**src/rtl/spd_pkg.sv**
```systemverilog
// Package for the seven-point peak detector: types, constants, register map
package spd_pkg;
    localparam int          MAX_SAMPLES_DEF = 4096;
    localparam logic [31:0] PEAK_TH_RST     = 32'd327680;
    localparam logic [31:0] SLOPE_TH_RST    = 32'd98304;
    localparam logic [31:0] SLOPE_SAT       = 32'hFFFF_FFFF;
    localparam int          DIV_STEPS       = 49;

    localparam logic REG_PEAK_TH  = 1'b0;
    localparam logic REG_SLOPE_TH = 1'b1;

    // candidate handed from front to back: window points 1..5, center is entry 2
    typedef struct packed {
        logic [11:0]      idx;
        logic [4:0][31:0] val;
        logic [4:0][31:0] wl;
    } t_cand;
endpackage

```
**src/rtl/seven_point_peak_detector.sv**
```systemverilog
// Top level of the seven-point peak detector with its register port
//  channel   | dir | handshake                | payload
//  sample    | in  | i_valid / o_ready        | value, wavelength, end_of_spectrum
//  peak      | out | o_peak_valid / i_peak_ready | index, value, wavelength
//  config    | in  | psel, penable, pwrite    | paddr, pwdata, prdata
// Samples enter at one per cycle while the two-entry candidate queue has room.
// Each candidate takes 4 slopes through the serial divider, each with a setup
// step, up to 49 quotient steps and an accumulate step.
// Synchronous active-low reset clears window, count, queue and output valid.
// A full queue drops o_ready; a held peak word stalls the back end, then the queue fills.
module seven_point_peak_detector #(
    parameter int MAX_SAMPLES = spd_pkg::MAX_SAMPLES_DEF
) (
    input  logic               i_clk,
    input  logic               i_rst_n,
    input  logic               i_valid,
    output logic               o_ready,
    input  logic signed [31:0] i_sample_value,
    input  logic [31:0]        i_sample_wavelength,
    input  logic               i_end_of_spectrum,
    output logic               o_peak_valid,
    input  logic               i_peak_ready,
    output logic [11:0]        o_peak_index,
    output logic signed [31:0] o_peak_value,
    output logic [31:0]        o_peak_wavelength,
    input  logic               psel,
    input  logic               penable,
    input  logic               pwrite,
    input  logic [2:0]         paddr,
    input  logic [31:0]        pwdata,
    output logic [31:0]        prdata,
    output logic               pready
);
    logic [31:0]    r_peak_th, r_slope_th;
    logic           q_full, q_ne, push, pop;
    spd_pkg::t_cand cand_in, cand_out;

    assign pready = 1'b1;
    assign prdata = (paddr[2] == spd_pkg::REG_SLOPE_TH) ? r_slope_th : r_peak_th;

    always_ff @(posedge i_clk) begin
        if (!i_rst_n) begin
            r_peak_th  <= spd_pkg::PEAK_TH_RST;
            r_slope_th <= spd_pkg::SLOPE_TH_RST;
        end else if (psel && penable && pwrite && pready) begin
            unique case (paddr[2])
                spd_pkg::REG_PEAK_TH:  r_peak_th  <= pwdata;
                spd_pkg::REG_SLOPE_TH: r_slope_th <= pwdata;
                default: begin
                end
            endcase
        end
    end

    spd_front #(.MAX_SAMPLES(MAX_SAMPLES)) u_front (
        .i_clk               (i_clk),
        .i_rst_n             (i_rst_n),
        .i_valid             (i_valid),
        .o_ready             (o_ready),
        .i_sample_value      (i_sample_value),
        .i_sample_wavelength (i_sample_wavelength),
        .i_end_of_spectrum   (i_end_of_spectrum),
        .i_peak_th           (r_peak_th),
        .i_q_full            (q_full),
        .o_push              (push),
        .o_cand              (cand_in)
    );

    spd_queue u_queue (
        .i_clk      (i_clk),
        .i_rst_n    (i_rst_n),
        .i_push     (push),
        .i_cand     (cand_in),
        .o_full     (q_full),
        .i_pop      (pop),
        .o_nonempty (q_ne),
        .o_cand     (cand_out)
    );

    spd_back u_back (
        .i_clk             (i_clk),
        .i_rst_n           (i_rst_n),
        .i_q_nonempty      (q_ne),
        .i_cand            (cand_out),
        .o_pop             (pop),
        .i_slope_th        (r_slope_th),
        .o_peak_valid      (o_peak_valid),
        .i_peak_ready      (i_peak_ready),
        .o_peak_index      (o_peak_index),
        .o_peak_value      (o_peak_value),
        .o_peak_wavelength (o_peak_wavelength)
    );
endmodule

```
**src/rtl/spd_front.sv**
```systemverilog
// Front end: sample window, sample count and peak candidate classification
module spd_front #(
    parameter int MAX_SAMPLES = spd_pkg::MAX_SAMPLES_DEF
) (
    input  logic               i_clk,
    input  logic               i_rst_n,
    input  logic               i_valid,
    output logic               o_ready,
    input  logic signed [31:0] i_sample_value,
    input  logic [31:0]        i_sample_wavelength,
    input  logic               i_end_of_spectrum,
    input  logic [31:0]        i_peak_th,
    input  logic               i_q_full,
    output logic               o_push,
    output spd_pkg::t_cand     o_cand
);
    localparam int CW = $clog2(MAX_SAMPLES + 1);

    logic [5:0][31:0] r_val, n_val;
    logic [5:0][31:0] r_wl, n_wl;
    logic [CW-1:0]    r_cnt, n_cnt;
    logic             acc, live, cand;
    logic [11:0]      cnt12;

    assign o_ready = !i_q_full;
    assign acc     = i_valid && !i_q_full;
    assign live    = r_cnt < CW'(MAX_SAMPLES);
    assign cnt12   = 12'(r_cnt);

    assign cand = live && (r_cnt >= CW'(6))
        && ($signed(r_val[3]) > $signed(r_val[2]))
        && ($signed(r_val[2]) > $signed(r_val[1]))
        && ($signed(r_val[1]) > $signed(r_val[0]))
        && ($signed(r_val[3]) > $signed(r_val[4]))
        && ($signed(r_val[4]) > $signed(r_val[5]))
        && ($signed(r_val[5]) > i_sample_value)
        && ($signed(r_val[3]) > $signed(i_peak_th));

    assign o_push      = acc && cand;
    assign o_cand.idx  = cnt12 - 12'd3;
    assign o_cand.val  = r_val[5:1];
    assign o_cand.wl   = r_wl[5:1];

    always_comb begin
        n_val = r_val;
        n_wl  = r_wl;
        n_cnt = r_cnt;
        if (acc) begin
            if (live) begin
                n_val = {i_sample_value, r_val[5:1]};
                n_wl  = {i_sample_wavelength, r_wl[5:1]};
                n_cnt = r_cnt + CW'(1);
            end
            if (i_end_of_spectrum) begin
                n_val = '0;
                n_wl  = '0;
                n_cnt = '0;
            end
        end
    end

    always_ff @(posedge i_clk) begin
        if (!i_rst_n) begin
            r_val <= '0;
            r_wl  <= '0;
            r_cnt <= '0;
        end else begin
            r_val <= n_val;
            r_wl  <= n_wl;
            r_cnt <= n_cnt;
        end
    end
endmodule

```
**src/rtl/spd_queue.sv**
```systemverilog
// Two-entry candidate queue between front and back
module spd_queue (
    input  logic           i_clk,
    input  logic           i_rst_n,
    input  logic           i_push,
    input  spd_pkg::t_cand i_cand,
    output logic           o_full,
    input  logic           i_pop,
    output logic           o_nonempty,
    output spd_pkg::t_cand o_cand
);
    spd_pkg::t_cand r_mem [2];
    logic           r_wr, r_rd;
    logic [1:0]     r_cnt;

    assign o_full     = r_cnt == 2'd2;
    assign o_nonempty = r_cnt != 2'd0;
    assign o_cand     = r_mem[r_rd];

    always_ff @(posedge i_clk) begin
        if (i_push) begin
            r_mem[r_wr] <= i_cand;
        end
    end

    always_ff @(posedge i_clk) begin
        if (!i_rst_n) begin
            r_wr  <= 1'b0;
            r_rd  <= 1'b0;
            r_cnt <= 2'd0;
        end else begin
            if (i_push) begin
                r_wr <= !r_wr;
            end
            if (i_pop) begin
                r_rd <= !r_rd;
            end
            r_cnt <= r_cnt + 2'(i_push) - 2'(i_pop);
        end
    end
endmodule

```
**src/rtl/spd_back.sv**
```systemverilog
// Back end: serial slope divider, slope sum, threshold test, output register
module spd_back (
    input  logic               i_clk,
    input  logic               i_rst_n,
    input  logic               i_q_nonempty,
    input  spd_pkg::t_cand     i_cand,
    output logic               o_pop,
    input  logic [31:0]        i_slope_th,
    output logic               o_peak_valid,
    input  logic               i_peak_ready,
    output logic [11:0]        o_peak_index,
    output logic signed [31:0] o_peak_value,
    output logic [31:0]        o_peak_wavelength
);
    localparam logic [2:0] ST_IDLE   = 3'd0;
    localparam logic [2:0] ST_SETUP  = 3'd1;
    localparam logic [2:0] ST_DIV    = 3'd2;
    localparam logic [2:0] ST_ACC    = 3'd3;
    localparam logic [2:0] ST_DECIDE = 3'd4;
    localparam int         DW        = spd_pkg::DIV_STEPS;
    localparam int         SW        = $clog2(DW);

    logic [2:0]     r_st, n_st;
    spd_pkg::t_cand r_c;
    logic [1:0]     r_k;
    logic [33:0]    r_sum;
    logic [31:0]    r_slope;
    logic [DW-1:0]  r_dvd;
    logic [31:0]    r_rem, r_adw;
    logic [SW-1:0]  r_step;

    logic signed [32:0] dv, dw;
    logic [32:0]        adv, adw33, t;
    logic               ge, out_free, pass;
    logic [2:0]         ka, kb;

    assign ka    = {1'b0, r_k};
    assign kb    = ka + 3'd1;
    assign dv    = $signed({r_c.val[kb][31], r_c.val[kb]})
                 - $signed({r_c.val[ka][31], r_c.val[ka]});
    assign dw    = $signed({1'b0, r_c.wl[kb]}) - $signed({1'b0, r_c.wl[ka]});
    assign adv   = dv[32] ? 33'(-dv) : 33'(dv);
    assign adw33 = dw[32] ? 33'(-dw) : 33'(dw);

    assign t  = {r_rem, r_dvd[DW-1]};
    assign ge = t >= {1'b0, r_adw};

    assign out_free = !o_peak_valid || i_peak_ready;
    assign pass     = r_sum >= {i_slope_th, 2'b00};
    assign o_pop    = (r_st == ST_IDLE) && i_q_nonempty;

    always_comb begin
        n_st = r_st;
        unique case (r_st)
            ST_IDLE:   if (i_q_nonempty) n_st = ST_SETUP;
            ST_SETUP:  n_st = (adw33 == 33'd0) ? ST_ACC : ST_DIV;
            ST_DIV:    if (r_step == SW'(DW - 1)) n_st = ST_ACC;
            ST_ACC:    n_st = (r_k == 2'd3) ? ST_DECIDE : ST_SETUP;
            ST_DECIDE: if (!pass || out_free) n_st = ST_IDLE;
            default:   n_st = ST_IDLE;
        endcase
    end

    always_ff @(posedge i_clk) begin
        unique case (r_st)
            ST_IDLE: begin
                r_c   <= i_cand;
                r_k   <= 2'd0;
                r_sum <= '0;
            end
            ST_SETUP: begin
                r_slope <= spd_pkg::SLOPE_SAT;
                r_dvd   <= {adv, 16'd0};
                r_rem   <= '0;
                r_adw   <= adw33[31:0];
                r_step  <= '0;
            end
            ST_DIV: begin
                r_rem  <= ge ? 32'(t - {1'b0, r_adw}) : t[31:0];
                r_dvd  <= {r_dvd[DW-2:0], ge};
                r_step <= r_step + SW'(1);
                if (r_step == SW'(DW - 1)) begin
                    r_slope <= (r_dvd[DW-2:31] != '0) ? spd_pkg::SLOPE_SAT
                                                      : {r_dvd[30:0], ge};
                end
            end
            ST_ACC: begin
                r_sum <= r_sum + {2'b00, r_slope};
                r_k   <= r_k + 2'd1;
            end
            default: begin
            end
        endcase
    end

    always_ff @(posedge i_clk) begin
        if ((r_st == ST_DECIDE) && pass && out_free) begin
            o_peak_index      <= r_c.idx;
            o_peak_value      <= r_c.val[2];
            o_peak_wavelength <= r_c.wl[2];
        end
    end

    always_ff @(posedge i_clk) begin
        if (!i_rst_n) begin
            r_st         <= ST_IDLE;
            o_peak_valid <= 1'b0;
        end else begin
            r_st <= n_st;
            if ((r_st == ST_DECIDE) && pass && out_free) begin
                o_peak_valid <= 1'b1;
            end else if (i_peak_ready) begin
                o_peak_valid <= 1'b0;
            end
        end
    end
endmodule

```
**config.mk**
```make
export PLATFORM = sky130hd
export DESIGN_NAME = seven_point_peak_detector
export DESIGN_NICKNAME = d
export VERILOG_FILES = /design/src/rtl/spd_pkg.sv /design/src/rtl/seven_point_peak_detector.sv /design/src/rtl/spd_front.sv /design/src/rtl/spd_queue.sv /design/src/rtl/spd_back.sv
export SDC_FILE = /design/constraint.sdc
export NUM_CORES = 2
export LEC_CHECK = 0
export ABC_AREA = 1
export BUFFER_PORTS_ARGS = -buffer_cell sky130_fd_sc_hd__buf_2
export CAP_MARGIN = 25
export CORE_ASPECT_RATIO = 1.5
export CORE_MARGIN = 10
export CORE_UTILIZATION = 40
export DETAILED_ROUTE_END_ITERATION = 7
export PLACE_DENSITY_LB_ADDON = 0.1
export SLEW_MARGIN = 25
export SYNTH_ARGS = -nofsm -noshare
export SYNTH_HDL_FRONTEND = slang
export SYNTH_SLANG_ARGS = --single-unit
```
**constraint.sdc**
```tcl
create_clock -name i_clk -period 23.4 [get_ports i_clk]
set_input_delay 1.17 -clock i_clk [delete_from_list [all_inputs] [get_ports i_clk]]
set_output_delay 1.17 -clock i_clk [all_outputs]
set_load 0.02 [all_outputs]
```
## Word-level counts from Yosys, hierarchy flattened

Memories as Yosys holds them, arrays and structs flattened. A register that Yosys moved wholly into a read port is not among the register bits.
Index checks and enable logic that the tools add are counted.

- Input port bits: 107
- Word-level logic and storage cells: 138
- Flip-flop bits (word level): 700
- Output and inout port bits: 111
- Memories: 1
- RAM bits: 664

- Add/subtract/negate cells: 13
- Order comparisons: 13
- Equality and inequality tests: 10
- Reduce and logical (&&, ||, !) cells: 35
- Bitwise logic cells: 1
- Muxes and demuxes: 36

Memories:

| name | depth | bits a word | rd ports | clocked after memory_dff | write ports | RTL line | text |
|---|---|---|---|---|---|---|---|
| u_queue.r_mem | 2 | 332 | 1 | 1 | 1 | spd_queue.sv:12 | `spd_pkg::t_cand r_mem [2];` |

Operators by type and width:

| cell | count |
|---|---|
| 2-to-1 mux 192 bit | 4 |
| 2-to-1 mux 32 bit | 8 |
| > comparator 32 bit | 7 |
| binary-select mux 32 bit (select 3 bit) | 2 |
| binary-select mux 32 bit (select 2 bit) | 2 |
| case mux 32 bit (2 select lines) | 2 |
| case mux 49 bit (2 select lines) | 1 |
| case mux 34 bit (2 select lines) | 1 |
| 2-to-1 mux 33 bit | 2 |
| negation 33 bit | 2 |
| subtractor 32 x 32 -> 33 bit | 2 |
| adder 34 x 32 -> 34 bit | 1 |
| greater-or-equal comparator 34 bit | 1 |
| greater-or-equal comparator 33 x 32 -> 1 bit | 1 |
| logical NOT 33 bit | 1 |
| subtractor 32 bit | 1 |
| 2-to-1 mux 13 bit | 2 |
| nonzero test 17 bit | 1 |
| logical AND 1 bit | 15 |
| case mux 3 bit (5 select lines) | 1 |
| adder 13 x 1 -> 13 bit (second input constant) | 1 |
| greater-or-equal comparator 13 x 3 -> 1 bit (second input constant) | 1 |
| less-than comparator 13 bit (second input constant) | 1 |
| 2-to-1 mux 3 bit | 4 |
| other kinds (24) | 44 |

## Logic depth before layout (Yosys ltp)

- Word-level depth: 12
- Mapped depth: 35
- Gate-level depth less buffers: 31

## Cells and area by module

A second synthesis with hierarchy kept.

- Cells, all modules: 8480
- Area, all modules: 83084.7 um2

By module, submodules not included:

| module | instances | cells each | sequential area each (um2) | area each (um2) |
|---|---|---|---|---|
| spd_back | 1 | 4081 | 17947.2 | 35297.6 |
| spd_queue | 1 | 1066 | 20039.2 | 24432.2 |
| spd_front | 1 | 2847 | 7307.0 | 20233.2 |
| seven_point_peak_detector | 1 | 486 | 1281.2 | 3121.7 |

## Least setup slack after synthesis

No wires, ideal clock.

- Path type: in2reg
- Start: input i_sample_value[23]
- End: memory u_queue.r_mem[0][0] (netlist bit), enable pin
- Buffers on the path: 0
- Data arrival time: 16749 ps
- Cell stages on the path: 12
- Setup slack: 5617 ps
- Library setup time: 1034 ps
- Required time: 22366 ps
- Path through: inv_1 > ha_1 > nand2_1 > or4_1 > or2_2 > o21ai_0 > o21ai_0 > nor2_1 > nand2_1 > nor2_1 > inv_1 > nor2_1

- Longest elaborated chain between the ends: 6

RTL lines:

| item | RTL line | text |
|---|---|---|
| start, declared | seven_point_peak_detector.sv:18 | `input logic signed [31:0] i_sample_value,` |
| > comparator 32 bit | spd_front.sv:36 | `&& ($signed(r_val[5]) > i_sample_value)` |
| logical AND 1 bit | spd_front.sv:36 |  |
| logical AND 1 bit | spd_front.sv:37 | `&& ($signed(r_val[3]) > $signed(i_peak_th));` |
| logical AND 1 bit | spd_front.sv:39 | `assign o_push = acc && cand;` |
| net push | seven_point_peak_detector.sv:35 | `logic q_full, q_ne, push, pop;` |
| 2-to-1 mux 1 bit | spd_queue.sv:21 | `if (i_push) begin` |
| 2-to-1 mux 1 bit (not written as such) | spd_queue.sv:22 | `r_mem[r_wr] <= i_cand;` |
| end, declared | spd_queue.sv:12 |  |

The timed path passes the listed nets, and every way through them passes these cells.

## Worst setup path after layout

- Start: register u_back.r_k[0]
- End: register u_back.r_dvd[48] (data pin)

- Longest elaborated chain between the ends: 7
- Elaborated cells on any way between the ends: 9
- Those cells by class: 3 x add/sub; 6 x mux

RTL lines:

| item | RTL line | text |
|---|---|---|
| start, declared | spd_back.sv:25 | `logic [1:0] r_k;` |
| start signal, assigned | spd_back.sv:89 | `r_k <= r_k + 2'd1;` |
| adder 2 x 1 -> 3 bit (*) | spd_back.sv:38 | `assign kb = ka + 3'd1;` |
| net u_back.kb[1] | spd_back.sv:35 | `logic [2:0] ka, kb;` |
| binary-select mux 32 bit (select 3 bit) (*) | spd_back.sv:39 | `assign dv = $signed({r_c.val[kb][31], r_c.val[kb]})` |
| 2-to-1 mux 32 bit (not written as such) (*) | spd_back.sv:39 |  |
| subtractor 32 x 32 -> 33 bit (*) | spd_back.sv:40 | `- $signed({r_c.val[ka][31], r_c.val[ka]});` |
| negation 33 bit | spd_back.sv:42 | `assign adv = dv[32] ? 33'(-dv) : 33'(dv);` |
| 2-to-1 mux 33 bit (*) | spd_back.sv:42 |  |
| case mux 49 bit (2 select lines) (*) | spd_back.sv:65 | `unique case (r_st)` |
| end signal, assigned | spd_back.sv:73 | `r_dvd <= {adv, 16'd0};` |
| end signal, assigned | spd_back.sv:80 | `r_dvd <= {r_dvd[DW-2:0], ge};` |
| end, declared | spd_back.sv:28 | `logic [DW-1:0] r_dvd;` |

The timed path passes the listed nets; every way through them passes the cells marked *. The select of a mux whose other input is x is not followed.
A chain may end at the register's enable or synchronous reset.

==> results.cfg <==
[routing]
wl_met3_um = 9740
drc_errors = 0
ant_nets = 0
m1WireLength_um = 94600
post_drt_wl_per_cell_um = 21.4
wl_met2_um = 126000
wl_um = 245000
via_count = 58839
viasPerCell = 5.13
drt_iter0_drc = 4211
detail_route.first_pass.iterations = 5
highest_layer = met5

[place]
dp_hpwl_um = 169000
portBuffers = 214
dp_slack_ps = 15790
dpl.cell_count = 11131
gp_congestion = 0.920

[die]
die_w_um = 385
core_um2 = 198000
row_count = 200
initial_utilization_pct = 40.3
num_io_pins = 218
die-area_um2 = 218000
dieHeight_um = 567

[logic_synthesis]
yosys-top-cells-count = 2772 x nand2_1, 1259 x edfxtp_1, 863 x a21oi_1, 774 x inv_1, 556 x o21ai_0
synthCells = 8572
synth_fp_nets = 9076
ys_seq_area_share_pct = 58.3
synth_area_per_cell_um2 = 9.32
ys_seq_elements = 1696
synth_top_area_cell = edfxtp_1
yosysWarnings = 0
ys_top_cells_by_area = edfxtp_1 47%, nand2_1 13%, dfxtp_1 11%
async_reset_ff_share_pct = 0
synth.distinct_cells = 58
netlist.area_leader.share_pct = 47.3
synth_edf_count = 1259
synth_most_common_cell = nand2_1
synth_area_um2 = 79900
synth_ff_type = edfxtp_1

[worst_setup_path]
slowest_stage = ha_4
crit_arrival_ps = 7660
crit_fanout = 58
crit_path_start_kind = register
crit_type = register to register
path_buf_inv = 3
worstPathCellList = ha_4 > buf_4 > buf_4 > a21oi_1 > o21ai_0 > o21ai_0 > a32o_1 > ha_1 > a21oi_1 > a21boi_2 > inv_1 > nand2_1 > nand3_1 > a21oi_1 > or2_2 > nand2_1 > nor2_1 > nand2_1 > nor2_1 > nand3b_1 > nor2_1 > nand3_1 > o31ai_1
end_kind = register
cp.required_ps = 23920
crit_family = compound AO/OA/AOI/OAI gates
slowest_delay_ps = 900

[pwr]
vdd.ir_drop.worst_v = 0.0000564
pwr-share-seq_pct = 42.7
clockPowerShare_pct = 37.0
internal_power_w = 0.00551
sw_frac_of_total_pct = 30.5
power.net_switching_w = 0.00241
p_comb_share_pct = 20.3
p_leak_nw = 36.0
p_per_area_nw_per_um2 = 88.5

[global_routing]
grt_pass1_wl_um = 364000
antenna_found_initial = 16
grt_max_degree = 160
grt_pass1_vias = 57432
grt-ovfl-total = 0
grtUsageTotal_pct = 21.9

[sta]
layout_setup_ws_ps = 16260
setup_viol = 0
timing.slew.headroom_pct = 28.5
fin_crit_sh_pct = 30.5
rsz0062_at_grt = no
hold_violations = 0
min_period_ps = 7140
tns_ps = 0
worstMarginPinSlew_ps = 1060
slew_violations = 0
max_freq_ghz = 0.140
finClkSkew_ps = 70.1

[cells_and_area]
areaGrowthSynthToFinish_pct = 12.3
nNetsFinal = 9192
final_util_pct = 45.2
fillerInstances = 19091
multi_input_area_um2 = 29000
register_area_um2 = 46600
final_cells = 11459
drive_above_1_share_pct = 7.52

[cts]
post_cts_resized = 0
cts_hold_buf = 0
cts_buffers = 180
clkSinkCount = 1696
htree_levels = 4
clk_pin_slew_ps = 60
post_cts_buffers = 0
clock_path_buffers = 4
cts_tree = built
clkLatencyLatePin_ps = 850
ctsRootBufferMaster = clkbuf_16

[min_path]
worstHoldPathType = register to register

[status]
status = complete, no violations

[job]
cap_violations = 0
through the flow:
step	hold slack, ps	instance area (µm²)	total power [W]
4_1_cts	421	89600	0.00801
3_3_place_gp	406	83600	0.00505
3_5_place_dp	406	83700	0.00506
6_report	420	89600	0.00793
2_1_floorplan	400	79900	0.00452
5_1_grt	425	89600	0.00829
sequential cells by signal, indices dropped and copies added (netlist names), 32 cells and up:
signal                    cells
u_front.o_cand              320
u_back.o_peak_value          32
u_back.r_sum                 34
u_front.r_val                32
u_back.r_adw                 32
r_slope_th                   32
r_peak_th                    32
u_back.r_slope               32
u_queue.r_mem               664
u_back.r_dvd                 49
u_back.r_c                  332
u_back.o_peak_wavelength     32
u_back.r_rem                 32
cell usage in the layout (no fill, tap or decap), types with 22 or more instances in the layout:
cell type	netlist	final
buf_4	5	67
nand3_1	215	215
edfxtp_1	1259	1259
xor2_1	64	64
inv_1	774	769
nand2_1	2772	2769
nand2_2	30	31
inv_2	24	25
ha_1	393	392
a32o_1	62	62
nor2_1	424	420
dfxtp_1	437	436
clkbuf_16	0	184
buf_2	9	214
o21ai_0	556	556
clkinv_2	0	22
nand4_1	58	58
xnor2_1	33	33
clkbuf_1	325	48
a31oi_1	25	25
nor3_1	33	30
o21a_1	22	22
a21oi_1	863	862
final cells by class:
cell class	instances	share of cell area (%)
diodes	5	0.0140
clock buffers	248	5.58
clock inverters	74	1.05
inverters	805	3.42
multi-input cells	5716	32.4
flip-flops and latches	1696	51.9
well taps	2626	3.67
repair buffers	289	1.93
power groups by stage:
stage          Clock, W  Sequential, W  Combinational, W
2_1_floorplan         0        0.00345           0.00107
3_3_place_gp          0        0.00345           0.00160
3_5_place_dp          0        0.00345           0.00161
4_1_cts         0.00300        0.00339           0.00162
5_1_grt         0.00311        0.00339           0.00179
6_report        0.00293        0.00339           0.00161
cell families (layout without fill, tap and decap cells):
group	after synthesis	count (layout)	synth area share (%)
AND/OR/NAND/NOR	3606	3606	18.0
buffers and inverters	1160	1416	5.49
adder cells (fa/ha/maj)	397	397	6.26
flip-flops	1696	1696	58.3
other	1	6	0.00470
XOR/XNOR	97	97	1.06
AO/OA/AOI/OAI	1615	1615	10.9
per-layer routing:
| layer | global-route usage [%] | vias up |
|---|---|---|
| met1 | 24.8 | 27982 |
| met2 | 39.9 | 1320 |
| met3 | 2.59 | 468 |
| li1 | - | 29067 |
| met5 | 0 | - |
| met4 | 11.6 | 2 |
worst paths after layout:
kind | startpoint | end | slack, ps | cells after the start
hold reg to reg | u_back.r_c[326]$_DFFE_PP_ | u_back.o_peak_index[6]$_DFFE_PP_ | 420 | 0
hold / removal | u_back.r_c[326]$_DFFE_PP_ | u_back.o_peak_index[6]$_DFFE_PP_ | 420 | 0
setup reg to reg | u_back.r_k[0]$_SDFFCE_PN0P_ | u_back.r_dvd[48]$_DFFE_PP_ | 16260 | 23
setup / recovery | u_back.r_k[0]$_SDFFCE_PN0P_ | u_back.r_dvd[48]$_DFFE_PP_ | 16260 | 23
Note: power is estimated with default switching activity, not from simulation.
